`src/hw/rtl/uwr_pkg.sv`:
```
// ----------------------------------------------------------------------------
// uwr_pkg
// Shared types, constants and byte classification for the UTF-8 line wrapper.
// ----------------------------------------------------------------------------
package uwr_pkg;

  localparam int MAX_WIDTH      = 15;
  localparam int WORD_BUF_BYTES = 60;
  localparam int WB_AW          = $clog2(WORD_BUF_BYTES);
  localparam int WB_CW          = $clog2(WORD_BUF_BYTES + 1);
  localparam int LW_W           = 4;
  localparam int SAT_MAX        = 31;

  localparam logic [7:0] LEAD_MASK  = 8'hC0;
  localparam logic [7:0] CONT_TAG   = 8'h80;
  localparam logic [7:0] SPACE_CHAR = 8'h20;
  localparam logic [7:0] TAB_CHAR   = 8'h09;
  localparam logic [7:0] CR_CHAR    = 8'h0D;

  // classified input item
  typedef struct packed {
    logic [7:0] data;
    logic       is_space;
    logic       is_lead;
    logic       eot;
  } cmd_t;

  // result item
  typedef struct packed {
    logic [7:0] data;
    logic       brk;
    logic       last;
  } res_t;

  function automatic logic is_space(input logic [7:0] b);
    return (b == SPACE_CHAR) || ((b >= TAB_CHAR) && (b <= CR_CHAR));
  endfunction

  // anything but a continuation byte starts a code point
  function automatic logic is_lead(input logic [7:0] b);
    return (b & LEAD_MASK) != CONT_TAG;
  endfunction

  function automatic logic [4:0] sat5(input logic [6:0] x);
    return (32'(x) > SAT_MAX) ? 5'(SAT_MAX) : x[4:0];
  endfunction

endpackage

```
`src/hw/rtl/uwr_front.sv`:
```
// ----------------------------------------------------------------------------
// uwr_front
// Accepts input items, classifies each byte and queues it for the sequencer.
// ----------------------------------------------------------------------------
module uwr_front (
  input  logic          clk,
  input  logic          rst,
  input  logic          push,
  input  logic [7:0]    in_byte,
  input  logic          end_of_text,
  output logic          full,
  input  logic          pop,
  output logic          empty,
  output uwr_pkg::cmd_t item
);
  import uwr_pkg::*;

  cmd_t       q [2];
  logic       wp;
  logic       rp;
  logic [1:0] cnt;
  logic       do_push;
  logic       do_pop;
  cmd_t       cls;

  assign full    = (cnt == 2'd2);
  assign empty   = (cnt == 2'd0);
  assign do_push = push && !full;
  assign do_pop  = pop && !empty;
  assign item    = q[rp];

  always_comb begin
    cls.data     = in_byte;
    cls.is_space = is_space(in_byte);
    cls.is_lead  = is_lead(in_byte);
    cls.eot      = end_of_text;
  end

  always_ff @(posedge clk) begin
    if (do_push) begin
      q[wp] <= cls;
    end
  end

  always_ff @(posedge clk) begin
    if (rst) begin
      wp  <= 1'b0;
      rp  <= 1'b0;
      cnt <= 2'd0;
    end else begin
      if (do_push) wp <= ~wp;
      if (do_pop)  rp <= ~rp;
      cnt <= cnt + 2'(do_push) - 2'(do_pop);
    end
  end

endmodule

```
`src/hw/rtl/uwr_outq.sv`:
```
// ----------------------------------------------------------------------------
// uwr_outq
// Two-entry result queue between the sequencer and the result port.
// ----------------------------------------------------------------------------
module uwr_outq (
  input  logic          clk,
  input  logic          rst,
  input  logic          push,
  input  uwr_pkg::res_t din,
  output logic          full,
  input  logic          pop,
  output logic          empty,
  output uwr_pkg::res_t dout
);
  import uwr_pkg::*;

  res_t       q [2];
  logic       wp;
  logic       rp;
  logic [1:0] cnt;
  logic       do_push;
  logic       do_pop;

  assign full    = (cnt == 2'd2);
  assign empty   = (cnt == 2'd0);
  assign do_push = push && !full;
  assign do_pop  = pop && !empty;
  assign dout    = q[rp];

  always_ff @(posedge clk) begin
    if (do_push) begin
      q[wp] <= din;
    end
  end

  always_ff @(posedge clk) begin
    if (rst) begin
      wp  <= 1'b0;
      rp  <= 1'b0;
      cnt <= 2'd0;
    end else begin
      if (do_push) wp <= ~wp;
      if (do_pop)  rp <= ~rp;
      cnt <= cnt + 2'(do_push) - 2'(do_pop);
    end
  end

endmodule

```
`src/hw/rtl/uwr_back.sv`:
```
// ----------------------------------------------------------------------------
// uwr_back
// Wrap sequencer: plans each phase of an item, emits its results through the
// pending register and replays held words from the word buffer.
// ----------------------------------------------------------------------------
module uwr_back (
  input  logic                     clk,
  input  logic                     rst,
  input  logic [uwr_pkg::LW_W-1:0] line_width,
  input  logic                     cq_empty,
  input  uwr_pkg::cmd_t            cq_item,
  output logic                     cq_pop,
  input  logic                     oq_full,
  output logic                     oq_push,
  output uwr_pkg::res_t            oq_item
);
  import uwr_pkg::*;

  typedef enum logic [6:0] {
    S_IDLE = 7'b0000001,
    S_PLAN = 7'b0000010,
    S_PRE  = 7'b0000100,
    S_HRD  = 7'b0001000,
    S_HEM  = 7'b0010000,
    S_BYTE = 7'b0100000,
    S_END  = 7'b1000000
  } state_t;

  // add byte (or close word on whitespace), close word at end, final break
  typedef enum logic [1:0] {
    PH_ADD   = 2'd0,
    PH_END_W = 2'd1,
    PH_FLUSH = 2'd2
  } phase_t;

  typedef enum logic [1:0] {
    MODE_IDLE   = 2'd0,
    MODE_STREAM = 2'd1,
    MODE_CHUNK  = 2'd2,
    MODE_HOLD   = 2'd3
  } mode_t;

  typedef enum logic [1:0] {
    PRE_NONE  = 2'd0,
    PRE_BRK   = 2'd1,
    PRE_SPACE = 2'd2
  } pre_t;

  typedef struct packed {
    logic [7:0] data;
    logic       brk;
  } pend_t;

  state_t           state, state_next;
  phase_t           phase, phase_next;
  phase_t           adv_phase;
  state_t           adv_state;
  cmd_t             cmd;

  mode_t            mode, mode_next, m_eff;
  logic [WB_CW-1:0] wbytes, wbytes_next;
  logic [4:0]       wchars, wchars_next;
  logic [4:0]       lchars, lchars_next;
  logic             lopen, lopen_next;

  pre_t             pre, p_pre;
  logic [WB_CW-1:0] held_n, p_held;
  logic             post, p_post;
  logic             p_wr;
  logic [WB_CW-1:0] hidx;

  logic [7:0]       wbuf [WORD_BUF_BYTES];
  logic [7:0]       rdata;

  logic [LW_W-1:0]  w;
  logic [6:0]       sum7;
  logic             do_end;

  pend_t            pend;
  logic             pend_valid;
  logic             can_emit;
  logic             emit;
  pend_t            e_res;
  logic             end_push;

  assign w    = (32'(line_width) > MAX_WIDTH) ? LW_W'(MAX_WIDTH) : line_width;
  assign sum7 = 7'(lchars) + 7'(wchars) + 7'd1;

  // ---- phase planning: decisions and state updates ----
  always_comb begin
    p_pre       = PRE_NONE;
    p_held      = '0;
    p_post      = 1'b0;
    p_wr        = 1'b0;
    mode_next   = mode;
    wbytes_next = wbytes;
    wchars_next = wchars;
    lchars_next = lchars;
    lopen_next  = lopen;
    m_eff       = (mode == MODE_IDLE) ? (lopen ? MODE_HOLD : MODE_STREAM) : mode;
    do_end      = ((phase == PH_ADD) && cmd.is_space) || (phase == PH_END_W);
    if (phase == PH_FLUSH) begin
      if (lopen) begin
        p_pre       = PRE_BRK;
        lopen_next  = 1'b0;
        lchars_next = '0;
      end
    end else if (do_end) begin
      if (mode != MODE_IDLE) begin
        unique case (mode)
          MODE_HOLD: begin
            p_held = wbytes;
            if (sum7 <= 7'(w)) begin
              p_pre       = PRE_SPACE;
              lchars_next = sat5(sum7);
            end else begin
              p_pre       = PRE_BRK;
              lchars_next = wchars;
            end
          end
          MODE_CHUNK: begin
            p_pre       = PRE_BRK;
            lopen_next  = 1'b0;
            lchars_next = '0;
          end
          MODE_STREAM: begin
            if (!lopen) begin
              if (w == '0) begin
                p_pre = PRE_BRK;
              end else begin
                lopen_next  = 1'b1;
                lchars_next = wchars;
              end
            end
          end
          MODE_IDLE: ;
        endcase
        mode_next   = MODE_IDLE;
        wbytes_next = '0;
        wchars_next = '0;
      end
    end else begin
      mode_next = m_eff;
      if (m_eff == MODE_HOLD) begin
        if (cmd.is_lead && (sum7 + 7'd1 > 7'(w))) begin
          // held word can no longer fit: break, held bytes, this byte
          p_pre       = PRE_BRK;
          p_held      = wbytes;
          p_post      = 1'b1;
          lchars_next = sat5(7'(wchars) + 7'd1);
          wbytes_next = '0;
          wchars_next = '0;
          mode_next   = MODE_STREAM;
        end else if (wbytes < WB_CW'(WORD_BUF_BYTES)) begin
          p_wr        = 1'b1;
          wbytes_next = wbytes + 1'b1;
          if (cmd.is_lead) wchars_next = sat5(7'(wchars) + 7'd1);
        end
      end else if ((m_eff == MODE_STREAM) && lopen) begin
        p_post = 1'b1;
        if (cmd.is_lead) lchars_next = sat5(7'(lchars) + 7'd1);
      end else begin
        p_post = 1'b1;
        if (cmd.is_lead) begin
          if ((w != '0) && (wchars >= 5'(w))) begin
            p_pre       = PRE_BRK;
            wchars_next = 5'd1;
            mode_next   = MODE_CHUNK;
          end else begin
            wchars_next = sat5(7'(wchars) + 7'd1);
          end
        end
      end
    end
  end

  // ---- where to go once a phase has nothing more to emit ----
  always_comb begin
    adv_phase = phase;
    adv_state = S_END;
    unique case (phase)
      PH_ADD: begin
        if (cmd.eot) begin
          adv_state = S_PLAN;
          adv_phase = cmd.is_space ? PH_FLUSH : PH_END_W;
        end
      end
      PH_END_W: begin
        adv_state = S_PLAN;
        adv_phase = PH_FLUSH;
      end
      PH_FLUSH: ;
      default: ;
    endcase
  end

  // ---- emission: results go out through the pending register ----
  assign can_emit = !pend_valid || !oq_full;

  always_comb begin
    emit       = 1'b0;
    e_res.data = 8'h00;
    e_res.brk  = 1'b0;
    case (state)
      S_PRE: begin
        emit       = can_emit;
        e_res.brk  = (pre == PRE_BRK);
        e_res.data = (pre == PRE_SPACE) ? SPACE_CHAR : 8'h00;
      end
      S_HEM: begin
        emit       = can_emit;
        e_res.data = rdata;
      end
      S_BYTE: begin
        emit       = can_emit;
        e_res.data = cmd.data;
      end
      default: ;
    endcase
  end

  // last result of an item is known only when the item closes
  assign end_push     = (state == S_END) && pend_valid && !oq_full;
  assign oq_push      = (emit && pend_valid) || end_push;
  assign oq_item.data = pend.data;
  assign oq_item.brk  = pend.brk;
  assign oq_item.last = (state == S_END);
  assign cq_pop       = (state == S_IDLE) && !cq_empty;

  // ---- next state ----
  always_comb begin
    state_next = state;
    phase_next = phase;
    unique case (state)
      S_IDLE: begin
        if (!cq_empty) begin
          state_next = S_PLAN;
          phase_next = PH_ADD;
        end
      end
      S_PLAN: begin
        if (p_pre != PRE_NONE) begin
          state_next = S_PRE;
        end else if (p_held != '0) begin
          state_next = S_HRD;
        end else if (p_post) begin
          state_next = S_BYTE;
        end else begin
          state_next = adv_state;
          phase_next = adv_phase;
        end
      end
      S_PRE: begin
        if (can_emit) begin
          if (held_n != '0) begin
            state_next = S_HRD;
          end else if (post) begin
            state_next = S_BYTE;
          end else begin
            state_next = adv_state;
            phase_next = adv_phase;
          end
        end
      end
      S_HRD: state_next = S_HEM;
      S_HEM: begin
        if (can_emit) begin
          if (hidx + 1'b1 != held_n) begin
            state_next = S_HRD;
          end else if (post) begin
            state_next = S_BYTE;
          end else begin
            state_next = adv_state;
            phase_next = adv_phase;
          end
        end
      end
      S_BYTE: begin
        if (can_emit) begin
          state_next = adv_state;
          phase_next = adv_phase;
        end
      end
      S_END: begin
        if (!pend_valid || !oq_full) state_next = S_IDLE;
      end
      default: state_next = S_IDLE;
    endcase
  end

  // ---- control registers ----
  always_ff @(posedge clk) begin
    if (rst) begin
      state      <= S_IDLE;
      phase      <= PH_ADD;
      mode       <= MODE_IDLE;
      wbytes     <= '0;
      wchars     <= '0;
      lchars     <= '0;
      lopen      <= 1'b0;
      pend_valid <= 1'b0;
      pre        <= PRE_NONE;
      held_n     <= '0;
      post       <= 1'b0;
      hidx       <= '0;
    end else begin
      state <= state_next;
      phase <= phase_next;
      if (state == S_PLAN) begin
        mode   <= mode_next;
        wbytes <= wbytes_next;
        wchars <= wchars_next;
        lchars <= lchars_next;
        lopen  <= lopen_next;
        pre    <= p_pre;
        held_n <= p_held;
        post   <= p_post;
        hidx   <= '0;
      end
      if ((state == S_HEM) && can_emit) hidx <= hidx + 1'b1;
      if (emit) begin
        pend_valid <= 1'b1;
      end else if (end_push) begin
        pend_valid <= 1'b0;
      end
    end
  end

  // ---- payload registers ----
  always_ff @(posedge clk) begin
    if (cq_pop) cmd <= cq_item;
    if (emit)   pend <= e_res;
  end

  // ---- word buffer ----
  always_ff @(posedge clk) begin
    if ((state == S_PLAN) && p_wr) begin
      wbuf[wbytes[WB_AW-1:0]] <= cmd.data;
    end
  end

  always_ff @(posedge clk) begin
    rdata <= wbuf[hidx[WB_AW-1:0]];
  end

endmodule

```
`src/hw/rtl/utf8_greedy_word_wrap.sv`:
```
// ----------------------------------------------------------------------------
// utf8_greedy_word_wrap
// Greedy line wrapper for a UTF-8 byte stream: text bytes in, wrapped text
// bytes and line breaks out; width counted in code points.
// ----------------------------------------------------------------------------
//  channel  | handshake        | payload
//  ---------+------------------+------------------------------------------
//  input    | push / full      | in_byte[7:0], end_of_text
//  result   | empty / pop      | out_byte[7:0], line_break, last_of_run
//  config   | cfg_write        | cfg_data[3:0] -> line_width
//
//  Sequencing: the sequencer in uwr_back handles one item at a time. An item
//  with no result passes through pop, plan and close; each byte replayed from
//  the word buffer waits on a registered buffer read before it is emitted, and
//  an end-of-text item adds a plan step per extra phase.
//  Reset: rst is synchronous; both queues empty, no word or line pending,
//  line_width 0. The word buffer holds no reset value.
//  Stalls: a two-entry input queue and a two-entry result queue let input
//  and result sides stall on their own; a full result queue holds the
//  sequencer at its next emission while a result is pending.
// ----------------------------------------------------------------------------
module utf8_greedy_word_wrap (
  input  logic       clk,
  input  logic       rst,
  // input items
  input  logic       push,
  output logic       full,
  input  logic [7:0] in_byte,
  input  logic       end_of_text,
  // result items
  output logic       empty,
  input  logic       pop,
  output logic [7:0] out_byte,
  output logic       line_break,
  output logic       last_of_run,
  // line width register
  input  logic       cfg_write,
  input  logic [3:0] cfg_data
);
  import uwr_pkg::*;

  logic [LW_W-1:0] line_width;

  // front to back command queue
  logic cq_empty;
  logic cq_pop;
  cmd_t cq_item;

  // back to result queue
  logic oq_full;
  logic oq_push;
  res_t oq_item;
  res_t res;

  // width register; the user must write it only while the block is idle, the block does not enforce this
  always_ff @(posedge clk) begin
    if (rst) begin
      line_width <= '0;
    end else if (cfg_write) begin
      line_width <= cfg_data;
    end
  end

  uwr_front u_front (
    .clk         (clk),
    .rst         (rst),
    .push        (push),
    .in_byte     (in_byte),
    .end_of_text (end_of_text),
    .full        (full),
    .pop         (cq_pop),
    .empty       (cq_empty),
    .item        (cq_item)
  );

  uwr_back u_back (
    .clk        (clk),
    .rst        (rst),
    .line_width (line_width),
    .cq_empty   (cq_empty),
    .cq_item    (cq_item),
    .cq_pop     (cq_pop),
    .oq_full    (oq_full),
    .oq_push    (oq_push),
    .oq_item    (oq_item)
  );

  uwr_outq u_outq (
    .clk   (clk),
    .rst   (rst),
    .push  (oq_push),
    .din   (oq_item),
    .full  (oq_full),
    .pop   (pop),
    .empty (empty),
    .dout  (res)
  );

  assign out_byte    = res.data;
  assign line_break  = res.brk;
  assign last_of_run = res.last;

endmodule
```
`config.mk`:
```
export PLATFORM = sky130hd
export DESIGN_NAME = utf8_greedy_word_wrap
export DESIGN_NICKNAME = d
export VERILOG_FILES = /design/src/hw/rtl/uwr_pkg.sv /design/src/hw/rtl/uwr_front.sv /design/src/hw/rtl/uwr_outq.sv /design/src/hw/rtl/uwr_back.sv /design/src/hw/rtl/utf8_greedy_word_wrap.sv
export SDC_FILE = /design/constraint.sdc
export NUM_CORES = 1
export LEC_CHECK = 0
export ABC_CLOCK_PERIOD_IN_PS = 6200
export BUFFER_PORTS_ARGS = -buffer_cell sky130_fd_sc_hd__buf_2
export CAP_MARGIN = 10
export CORE_MARGIN = 5
export CORE_UTILIZATION = 55
export CTS_CLUSTER_DIAMETER = 200
export DETAILED_ROUTE_END_ITERATION = 7
export GPL_TIMING_DRIVEN = 0
export PLACE_DENSITY = 0.81
export SETUP_SLACK_MARGIN = 0.3
export SLEW_MARGIN = 30
export SYNTH_ARGS = -nofsm -noshare
export SYNTH_HDL_FRONTEND = slang
export SYNTH_SLANG_ARGS = --single-unit
```
`constraint.sdc`:
```
create_clock -name clk -period 6.2 [get_ports clk]
set_clock_uncertainty 0.2 [all_clocks]
set_input_delay 1.24 -clock clk [delete_from_list [all_inputs] [get_ports clk]]
set_output_delay 1.24 -clock clk [all_outputs]
set_load 0.03 [all_outputs]
```
Word-level counts from Yosys, hierarchy flattened
Memories as Yosys holds them, arrays and structs flattened. A register that Yosys moved wholly into a read port is not among the register bits.
Cells that the tools add are included.
{"block": "classes", "n_addsub": 11, "n_lt_le_gt_ge": 9, "eq_ne": 40, "muxes": 115, "bitwise_logic": 5, "n_reduce_logical": 54}
{"cell": "$mux W5", "n": 23}
{"cell": "$mux W6", "n": 14}
{"cell": "$mux W7", "n": 12}
{"cell": "$mux W2", "n": 29}
{"cell": "$pmux W7 S7", "n": 1}
{"cell": "$mux W1", "n": 29}
{"cell": "$pmux W8 S3", "n": 1}
{"cell": "$gt A7 B5 Y1 const B", "n": 3}
{"cell": "$ne A2 B2 Y1 const B", "n": 9}
{"cell": "$logic_and A1 B1 Y1", "n": 15}
{"cell": "$pmux W5 S3", "n": 1}
{"cell": "$add A7 B1 Y7 const B", "n": 2}
{"cell": "$eq A2 B2 Y1 const B", "n": 7}
{"cell": "$pmux W7 S2", "n": 1}
{"cell": "$reduce_bool A2 Y1", "n": 7}
{"cell": "$add A5 B1 Y6 const B", "n": 2}
{"cell": "$add A6 B1 Y6 const B", "n": 2}
{"cell": "$reduce_bool A3 Y1", "n": 4}
{"cell": "$reduce_bool A4 Y1", "n": 3}
{"cell": "$reduce_bool A6 Y1", "n": 2}
{"cell": "$pmux W2 S5", "n": 1}
{"cell": "$reduce_and A10 Y1", "n": 1}
{"cell": "$reduce_and A5 Y1", "n": 2}
{"cell": "$reduce_and A9 Y1", "n": 1}
{"cell": "39 further kinds", "n": 62}
{"block": "word_totals", "register_bits": 65, "ram_bits": 522, "in_bits": 18, "out_inout_bits": 12, "wordCells": 258, "n_memories": 3}
{"memory": "u_back.wbuf", "depth": 60, "width": 8, "read_ports": 1, "rd_ports_with_merged_regs": 1, "wr": 1, "line": "uwr_back.sv:72", "text": "logic [7:0] wbuf [WORD_BUF_BYTES];"}
{"memory": "u_front.q", "depth": 2, "width": 11, "read_ports": 1, "rd_ports_with_merged_regs": 1, "wr": 1, "line": "uwr_front.sv:18", "text": "cmd_t q [2];"}
{"memory": "u_outq.q", "depth": 2, "width": 10, "read_ports": 1, "rd_ports_with_merged_regs": 1, "wr": 1, "line": "uwr_outq.sv:17", "text": "res_t q [2];"}

Logic depth before layout (Yosys ltp)
Gate-level depths: netlist (run 1).
{"block": "depth", "depth_word": 13, "depth_mapped": 16, "ltp_nobuf": 16}

Cells and area by module
From an unflattened synthesis (run 1), not the netlist that was laid out.
{"block": "unflattened", "cells_unflattened": 1413, "area_unflattened_um2": 25042.8}
{"module": "uwr_back", "instances": 1, "cells_each": 1274, "area_each_um2": 22871.9, "seq_area_each_um2": 16055.4}
{"module": "uwr_front", "instances": 1, "cells_each": 68, "area_each_um2": 1077.3, "seq_area_each_um2": 760.7}
{"module": "uwr_outq", "instances": 1, "cells_each": 58, "area_each_um2": 953.4, "seq_area_each_um2": 700.7}
{"module": "utf8_greedy_word_wrap", "instances": 1, "cells_each": 13, "area_each_um2": 140.1, "seq_area_each_um2": 80.1}

Worst setup path after synthesis (run 1)
OpenSTA, ideal clock, no wires.
{"block": "synth_timing", "path_type": "register to register", "startpoint": "register u_back.lchars[0]", "endpoint": "memory u_back.wbuf[10][0], enable pin", "setup_ps": 371, "arrival_ps": 3809, "required_time_ps": 5629, "slack_ps": 1821, "stages_incl_launch_ff": 15, "path_cell_list": "dfxtp_1 -> ha_1 -> fa_1 -> ha_1 -> xor3_1 -> a21oi_1 -> xnor2_1 -> ha_1 -> o21a_1 -> o21ai_0 -> o2111ai_1 -> buf_4 -> a211oi_4 -> nand3_1 -> nor2_1"}
{"block": "synth_between", "elab_chain_cells": 12}
{"element": "from (decl)", "line": "uwr_back.sv:63", "text": "logic [4:0] lchars, lchars_next;"}
{"element": "from (signal assigned)", "line": "uwr_back.sv:313", "text": "lchars <= lchars_next;"}
{"element": "$add A5 B5 Y6", "line": "uwr_back.sv:87", "text": "assign sum7 = 7'(lchars) + 7'(wchars) + 7'd1;"}
{"element": "$add A7 B1 Y7", "line": "uwr_back.sv:87"}
{"element": "$add A7 B1 Y7", "line": "uwr_back.sv:145", "text": "if (cmd.is_lead && (sum7 + 7'd1 > 7'(w))) begin"}
{"element": "$gt A7 B4 Y1", "line": "uwr_back.sv:145"}
{"element": "$logic_and A1 B1 Y1", "line": "uwr_back.sv:145"}
{"element": "$mux W1", "line": "uwr_back.sv:145"}
{"element": "$mux W1", "line": "uwr_back.sv:144", "text": "if (m_eff == MODE_HOLD) begin"}
{"element": "$mux W1", "line": "uwr_back.sv:108", "text": "end else if (do_end) begin"}
{"element": "$mux W1", "line": "uwr_back.sv:102", "text": "if (phase == PH_FLUSH) begin"}
{"element": "$logic_and A1 B1 Y1", "line": "uwr_back.sv:337", "text": "if ((state == S_PLAN) && p_wr) begin"}
{"element": "$mux W1", "line": "uwr_back.sv:337"}
{"element": "$mux W1 (implied by the code)", "line": "uwr_back.sv:338", "text": "wbuf[wbytes[WB_AW-1:0]] <= cmd.data;"}
{"element": "to (decl)", "line": "uwr_back.sv:72"}
No other way between the ends.

Final worst setup path (run 1)
{"block": "layout_timing", "startpoint": "register u_back.lchars[0]", "endpoint": "memory u_back.wbuf[12][4], enable pin"}
Same word-level chain as after synthesis.

==> results of run 1 <==
-- logic make-up after synthesis --
kind of cell               after synthesis  synth area share [%]
and+or+nand+nor                        323                  6.11
AOI/OAI and AO/OA                      175                  5.05
DFF                                    607                  69.7
adders and majority gates               35                  1.77
buffers and inverters                   98                  1.54
muxes                                  187                  15.1
xor gates and xnor gates                22                 0.823
-- area by class of cell --
class	count	area [µm²]	area share (%)
clock inverter	38	315	1.12
multi-input combinational	742	7290	25.8
inverter	28	105	0.372
timing repair buffer	52	438	1.55
buffer	70	294	1.04
antenna	1	2.50	0.00886
sequential	607	17600	62.3
tap	600	751	2.66
clock buffer	66	1460	5.17
-- sequential cells by signal, indices dropped and copies added, names as in the netlist, 7 cells and up, named ones only --
| signal | count |
|---|---|
| u_back.rdata | 8 |
| u_front.q | 22 |
| u_back.cmd | 11 |
| u_back.state | 7 |
| u_back.oq_item | 9 |
| u_outq.q | 20 |
| u_back.wbuf | 480 |
-- worst min path at each step --
stage | end | startpoint | cells past startpoint | slack, ns
global route | u_outq.q[1][4] | u_back.oq_item[4] | 0 | 0.27
detailed placement | u_outq.q[0][9] | u_back.oq_item[9] | 0 | 0.24
floorplan | u_outq.q[0][1] | u_back.oq_item[1] | 0 | 0.22
finish | u_outq.q[1][4] | u_back.oq_item[4] | 0 | 0.25
CTS | u_outq.q[0][9] | u_back.oq_item[9] | 0 | 0.25
global placement | u_outq.q[0][3] | u_back.oq_item[3] | 0 | 0.23
-- layer usage --
metal / GRT usage (%) / routed length, µm / vias to the layer above
li1: - / - / 6069
met1: 33.0 / 22300 / 7339
met2: 39.7 / 30000 / 969
met3: 5.16 / 6100 / 167
met4: 9.82 / 2680 / 0
met5: 0 / 0 / -
-- report_power, final --
part           switching, W  total, W  internal [W]  leakage, nW
Sequential         0.000109   0.00506       0.00495         5.43
Combinational      0.000804   0.00114      0.000333         2.58
Clock               0.00152   0.00334       0.00182        0.871
-- cells in the mapped netlist (9+ instances only) --
| cell | instances |
|---|---|
| sky130_fd_sc_hd__dfxtp_1 | 65 |
| sky130_fd_sc_hd__a22o_1 | 13 |
| sky130_fd_sc_hd__edfxtp_1 | 542 |
| sky130_fd_sc_hd__nand2b_1 | 12 |
| sky130_fd_sc_hd__nand3_1 | 24 |
| sky130_fd_sc_hd__ha_1 | 34 |
| sky130_fd_sc_hd__mux2_2 | 22 |
| sky130_fd_sc_hd__a21oi_1 | 38 |
| sky130_fd_sc_hd__inv_1 | 28 |
| sky130_fd_sc_hd__mux4_2 | 152 |
| sky130_fd_sc_hd__clkbuf_1 | 41 |
| sky130_fd_sc_hd__nor3_1 | 19 |
| sky130_fd_sc_hd__mux2i_1 | 13 |
| sky130_fd_sc_hd__a31oi_1 | 13 |
| sky130_fd_sc_hd__nor2_1 | 123 |
| sky130_fd_sc_hd__buf_1 | 22 |
| sky130_fd_sc_hd__o21ai_0 | 30 |
| sky130_fd_sc_hd__or3_1 | 9 |
| sky130_fd_sc_hd__nand2_1 | 69 |
| sky130_fd_sc_hd__xnor2_1 | 13 |
-- through the flow --
step / instance area [µm²] / setup slack [ns]
4_1_cts: 28200 / 0.679
6_report: 28200 / 0.617
3_5_place_dp: 26400 / 0.654
2_1_floorplan: 25200 / 1.82
3_3_place_gp: 26100 / 0.701
5_1_grt: 28200 / 0.427
==> summary.md, run 1 <==
• **outcome** finished clean
• **Detail Route Antenna Nets** 0
• **wire length of the first global-routing pass** 92.0 mm
• **die footprint** 0.0503 mm²
• **maximum resistive drop on vdd** 242 µV
• **H-tree levels** 2
• **max-cap violation count** 0
• **routability cong.** 0.895
• **arrival time reported for the critical path endpoint** 5.66 ns
• **critical path launch point type** flip-flop
• **largest incremental delay on the critical path** 0.80 ns
• **number of distinct library cells after synthesis** 79
• **Horiz. Die Dim** 224 µm
• **clock buffer depth** 3
• **number of flip-flops and latches in the synthesized netlist** 607
• **# IOs** 30
• **clock-pin slew on the worst setup and hold paths** 0.06 ns
• **Iter 0 DRT Violations** 2,064
• **Primary FF master, synth** sky130_fd_sc_hd__edfxtp_1
• **Worst Path Max Fanout** 10
• **Total Neg Setup Slack** 0 ns
• **number of cells in the design after placement** 2,099
• **type of the worst min-delay path** reg -> reg
• **initial antenna violation count** 2
• **register area share after synthesis** 69.7%
• **CTS tree** built
• **register-to-register setup slack** 0.62 ns
• **vertical die dimension** 224 µm
• **number of nets in the layout** 1,610
• **floorplan row count** 78
• **starting density of the core** 55.6%
• **Critical Path End** u_back.wbuf[12][4]
• **kind of end point of the critical path** flip-flop
• **pins over their slew limit** 0
• **detailed-route via count** 14,500
• **Detail Placement HPWL** 39.6 mm
• **post-detailed-route wirelength per cell** 27.7 µm
• **final hold vios** 0
• **leading cell types in the layout, fill and taps excluded** sky130_fd_sc_hd__edfxtp_1 (542), sky130_fd_sc_hd__mux4_2 (152), sky130_fd_sc_hd__nor2_1 (121), sky130_fd_sc_hd__nand2_1 (69), sky130_fd_sc_hd__dfxtp_1 (65)
• **path type of the worst setup path** reg -> reg
• **reg-to-reg critical path endpoint** u_back.wbuf[12][4]
• **Clock Sink Count** 607
• **signed area change from the synthesized netlist to the final layout** 11.9%
• **total CTS buffers** 56
• **cell-by-cell trace of the critical path** ha_1, fa_1, ha_1, xor3_1, a21oi_1, xnor2_1, ha_1, o21a_1, o21ai_0, o2111ai_1, buf_4, a211oi_4, nand3_1, nor2_1
• **Largest delay share family, worst path** adder cells
• **worst r2r path cells** 14
• **Power Total** 0.00953 W
• **Post-Synthesis Cell Area** 0.0252 mm²
• **post-CTS setup repair buffer count** 0
• **latest clock arrival within the worst-skew pair** 0.63 ns
• **cts hold-fix bufs** 0
• **WP data required** 6.28 ns
• **Mean Syn Cell Area** 17.4 µm²
• **path length in cells of the critical path** 14
• **RSZ-0062 raised after global routing** false
• **FILL cells** 3,005
• **number of global-route vias before repair** 14,300
• **fraction of registers with async set or reset after synthesis** 0%
• **R2R Path Start** u_back.lchars[0]
• **Residual DRC** 0
• **grt total ovfl** 0
• **clock root buffer master** sky130_fd_sc_hd__clkbuf_16
• **Total Routed Length** 61.1 mm
• **final core utilization** 62.2%
• **transition at the pin with the smallest max-transition slack** 1.01 ns
• **share of the synthesized area in the top cell type** 64.5%
• **leakage power figure** 8.88 nW
• **combined global-route utilization of all metal layers** 24.5%
• **Fin Hold WS** 0.253 ns
• **total iterations of the first detailed-routing run** 6
• **buffering stage count on the worst path with inverters included** 1
• **ratio of routed vias to standard cells** 6.60
• **area of the core** 0.0454 mm²
• **non-filler instance count after layout** 2,204
• **Pwr Density** 338 mW/mm²
• **most frequent cell on the critical path** sky130_fd_sc_hd__ha_1
• **headroom to the max-slew limit** 32.6%
• **warnings from Yosys** 0
• **cell taking the most area after synthesis** sky130_fd_sc_hd__edfxtp_1
• **# resized after CTS** 0
• **number of nets in the synthesized netlist** 1,500
• **layout cells sized above 1** 21.4%
• **number of setup violations in the final report** 0
• **leading cell type in the layout, fill and taps excluded** sky130_fd_sc_hd__edfxtp_1
• **critical path launch point** u_back.lchars[0]
• **maximum number of pins on one net before global-route repair** 25
• **final period utilization** 90.1%
• **Post-synth EDFFs** 542
• **top cells by area, synth** sky130_fd_sc_hd__edfxtp_1 (64%), sky130_fd_sc_hd__mux4_2 (14%), sky130_fd_sc_hd__dfxtp_1 (5.2%), sky130_fd_sc_hd__nor2_1 (1.8%), sky130_fd_sc_hd__ha_1 (1.7%)
• **post-layout min period** 5.58 ns
• **cell at the slowest stage of the critical path** sky130_fd_sc_hd__nor2_1
• **number of input and output port buffers inserted** 27
• **max frequency** 179 MHz
• **Gate Count Post-Synth** 1,447
Note: power is estimated with default switching activity, not from simulation.
==> inputs of run 2 (changes only) <==
--- a/config.mk
+++ b/config.mk
@@ -9,11 +9,11 @@
 export BUFFER_PORTS_ARGS = -buffer_cell sky130_fd_sc_hd__buf_2
 export CAP_MARGIN = 10
 export CORE_MARGIN = 5
-export CORE_UTILIZATION = 55
+export CORE_UTILIZATION = 45
 export CTS_CLUSTER_DIAMETER = 200
 export DETAILED_ROUTE_END_ITERATION = 7
 export GPL_TIMING_DRIVEN = 0
-export PLACE_DENSITY = 0.81
+export PLACE_DENSITY = 0.7
 export SETUP_SLACK_MARGIN = 0.3
 export SLEW_MARGIN = 30
 export SYNTH_ARGS = -nofsm -noshare
==> summary.md, run 2 (synthesized netlist as in run 1, its figures left out) <==
• **outcome** finished clean
• **fraction of power consumed by the clock network** 37.0%, +2.0 points
• **switching share of total power** 24.6%, -0.85 points
• **signed area change from the synthesized netlist to the final layout** 13.5%
• **antenna cells** 0, -1
• **final period utilization** 90.3%, +0.27 points
• **final hold vios** 0, unchanged
• **# resized after CTS** 0, unchanged
• **clock-pin slew on the worst setup and hold paths** 0.06 ns, about the same
• **clock root buffer master** sky130_fd_sc_hd__clkbuf_16
• **pre-CTS setup slack** 0.602 ns, -0.0523 ns
• **WP data required** 6.27 ns, about the same
• **max-cap violation count** 0, unchanged
• **most frequent cell on the critical path** sky130_fd_sc_hd__ha_1
• **wire length of the first global-routing pass** 86.7 mm, -5.7%
• **area taken by flip-flops and latches** 0.0176 mm², unchanged
• **largest incremental delay on the critical path** 0.77 ns, -0.03 ns
• **total CTS buffers** 59, +5.4%
• **NetSw** 0.00242 W, -0.35%
• **sequential group share of total power** 51.9%, -1.2 points
• **post-layout min period** 5.60 ns, +0.0170 ns
• **vertical die dimension** 247 µm, +10%
• **max frequency** 179 MHz, -0.30%
• **Critical Path End** u_back.wbuf[14][1]
• **number of global-route vias before repair** 14,100, -1.7%
• **total iterations of the first detailed-routing run** 5, -1
• **starting density of the core** 45.6%, -10 points
• **maximum number of pins on one net before global-route repair** 25, unchanged
• **die footprint** 0.0609 mm², +21%
• **register-to-register setup slack** 0.60 ns, -0.02 ns
• **post-CTS setup repair buffer count** 0, unchanged
• **setup slack after layout** 0.600 ns, -0.0170 ns
• **# IOs** 30, unchanged
• **path type of the worst setup path** reg -> reg
• **detailed-route via count** 13,900, -4.4%
• **cell-by-cell trace of the critical path** ha_1, fa_1, ha_1, xor3_1, a21oi_1, xnor2_1, ha_1, o21a_1, o21ai_0, o2111ai_1, buf_4, a211oi_4, nand3_1, nor2_1
• **Horiz. Die Dim** 247 µm, +10%
• **R2R Path Start** u_back.lchars[0]
• **Pwr Density** 343 mW/mm², +1.6%
• **latest clock arrival within the worst-skew pair** 0.63 ns, about the same
• **Worst Path Max Fanout** 10, unchanged
• **leading cell type in the layout, fill and taps excluded** sky130_fd_sc_hd__edfxtp_1
• **kind of end point of the critical path** flip-flop
• **transition at the pin with the smallest max-transition slack** 0.978 ns, -0.0330 ns
• **number of setup violations in the final report** 0, unchanged
• **critical path launch point** u_back.lchars[0]
• **pins over their slew limit** 0, unchanged
• **Power Total** 0.00982 W, +3.1%
• **maximum resistive drop on vdd** 242 µV, about the same
• **Clock Sink Count** 607, unchanged
• **Iter 0 DRT Violations** 1,498, -27%
• **area of the core** 0.0553 mm², +22%
• **initial antenna violation count** 0, -2
• **number of input and output port buffers inserted** 27, unchanged
• **combined global-route utilization of all metal layers** 18.9%, -5.6 points
• **cell at the slowest stage of the critical path** sky130_fd_sc_hd__nor2_1
• **final core utilization** 51.8%, -10 points
• **Detail Route Antenna Nets** 0, unchanged
• **post-detailed-route wirelength per cell** 24.2 µm, -13%
• **combinational fraction of design power** 11.1%, -0.8 points
• **Residual DRC** 0, unchanged
• **Total Routed Length** 57.0 mm, -6.6%
• **number of cells in the design after placement** 2,248, +7.1%
• **critical path launch point type** flip-flop
• **max reg flops** 480, unchanged
• **Total Neg Setup Slack** 0 ns, unchanged
• **H-tree levels** 2, unchanged
• **cts hold-fix bufs** 0, unchanged
• **ratio of routed vias to standard cells** 5.90, -11%
• **floorplan row count** 86, +10%
• **routability cong.** 0.889, -0.64%
• **internal power summed over all cells** 0.00740 W, +4.2%
• **Detail Placement HPWL** 38.9 mm, -1.8%
• **CTS tree** built
• **leading cell types in the layout, fill and taps excluded** sky130_fd_sc_hd__edfxtp_1 (542), sky130_fd_sc_hd__mux4_2 (152), sky130_fd_sc_hd__nor2_1 (122), sky130_fd_sc_hd__nand2_1 (69), sky130_fd_sc_hd__dfxtp_1 (65)
• **type of the worst min-delay path** reg -> reg
• **headroom to the max-slew limit** 34.8%, +2.2 points
• **leakage power figure** 8.98 nW, +1.1%
• **worst r2r path cells** 14, unchanged
• **RSZ-0062 raised after global routing** false
• **layout cells sized above 1** 21.9%, +0.54 points
• **combined area of the multi-input logic cells** 0.00729 mm², unchanged
• **non-filler instance count after layout** 2,357, +6.9%
• **clock buffer depth** 3, unchanged
• **grt total ovfl** 0, unchanged
• **FILL cells** 4,393, +46%
• **number of nets in the layout** 1,614, +0.25%
• **reg-to-reg critical path endpoint** u_back.wbuf[14][1]
• **arrival time reported for the critical path endpoint** 5.67 ns, about the same
[run 2: cell types whose count changed in the layout (fill, tap and decap cells not counted), moves of 2 or more]
cell | previous run | this run
sky130_fd_sc_hd__clkinv_1 | 18 | 7
sky130_fd_sc_hd__clkbuf_1 | 47 | 54
sky130_fd_sc_hd__clkinv_2 | 12 | 6
sky130_fd_sc_hd__buf_6 | 15 | 11
sky130_fd_sc_hd__buf_8 | 9 | 13
sky130_fd_sc_hd__bufinv_16 | 3 | 7
sky130_fd_sc_hd__clkbuf_8 | 0 | 4
sky130_fd_sc_hd__clkinvlp_4 | 0 | 4
sky130_fd_sc_hd__buf_2 | 36 | 38
sky130_fd_sc_hd__clkbuf_16 | 57 | 59
[run 2: area by class of cell]
cell class	count	area share, %
Sequential cell	607	61.3
Clock buffer	80	5.57
Multi-Input combinational cell	742	25.4
Tap cell	748	3.27
Inverter	28	0.367
Buffer	70	1.03
Timing Repair Buffer	53	1.60
Clock inverter	29	1.38
[run 2: critical path: cells and delay by family (launching register included)]
family	cells	cell delay, ns
fa+ha+maj	4	1.35
xor+xnor	2	0.47
simple gates	2	1.22
buf+inv	1	0.33
compound gates	5	1.29
flops	1	0.39
[run 2: worst min path at each step]
stage / from / end / slack (ns) / cells past startpoint
floorplan: u_back.oq_item[1] / u_outq.q[0][1] / 0.22 / 0
global placement: u_back.oq_item[1] / u_outq.q[0][1] / 0.23 / 0
detailed placement: u_back.oq_item[4] / u_outq.q[1][4] / 0.24 / 0
CTS: u_back.oq_item[6] / u_outq.q[0][6] / 0.26 / 0
global route: u_back.oq_item[8] / u_outq.q[1][8] / 0.28 / 0
finish: u_back.oq_item[6] / u_outq.q[0][6] / 0.25 / 0
[run 2: stage by stage]
| step | hold slack [ns] | area [µm²] |
|---|---|---|
| after floorplan | 0.221 | 25200 |
| after global placement | 0.230 | 26300 |
| after detailed placement | 0.244 | 26600 |
| after CTS | 0.257 | 28600 |
| after global routing | 0.276 | 28700 |
| final | 0.249 | 28700 |
[run 2: power by group through the flow]
stage | Clock, W | Sequential [W] | Combinational (W)
after floorplan | 0 | 0.00529 | 0.000402
after global placement | 0 | 0.00555 | 0.000520
after detailed placement | 0 | 0.00518 | 0.00108
after CTS | 0.00369 | 0.00510 | 0.00108
after global routing | 0.00389 | 0.00511 | 0.00118
final | 0.00364 | 0.00510 | 0.00109
[run 2: per-layer routing]
layer  GRT usage, %  part of all wire, %  up-vias
li1               -                    -     6070
met1           25.0                   40     7054
met2           30.9                   48      636
met3           3.98                  7.7      137
met4           7.56                  4.4        0
met5              0                    0        -
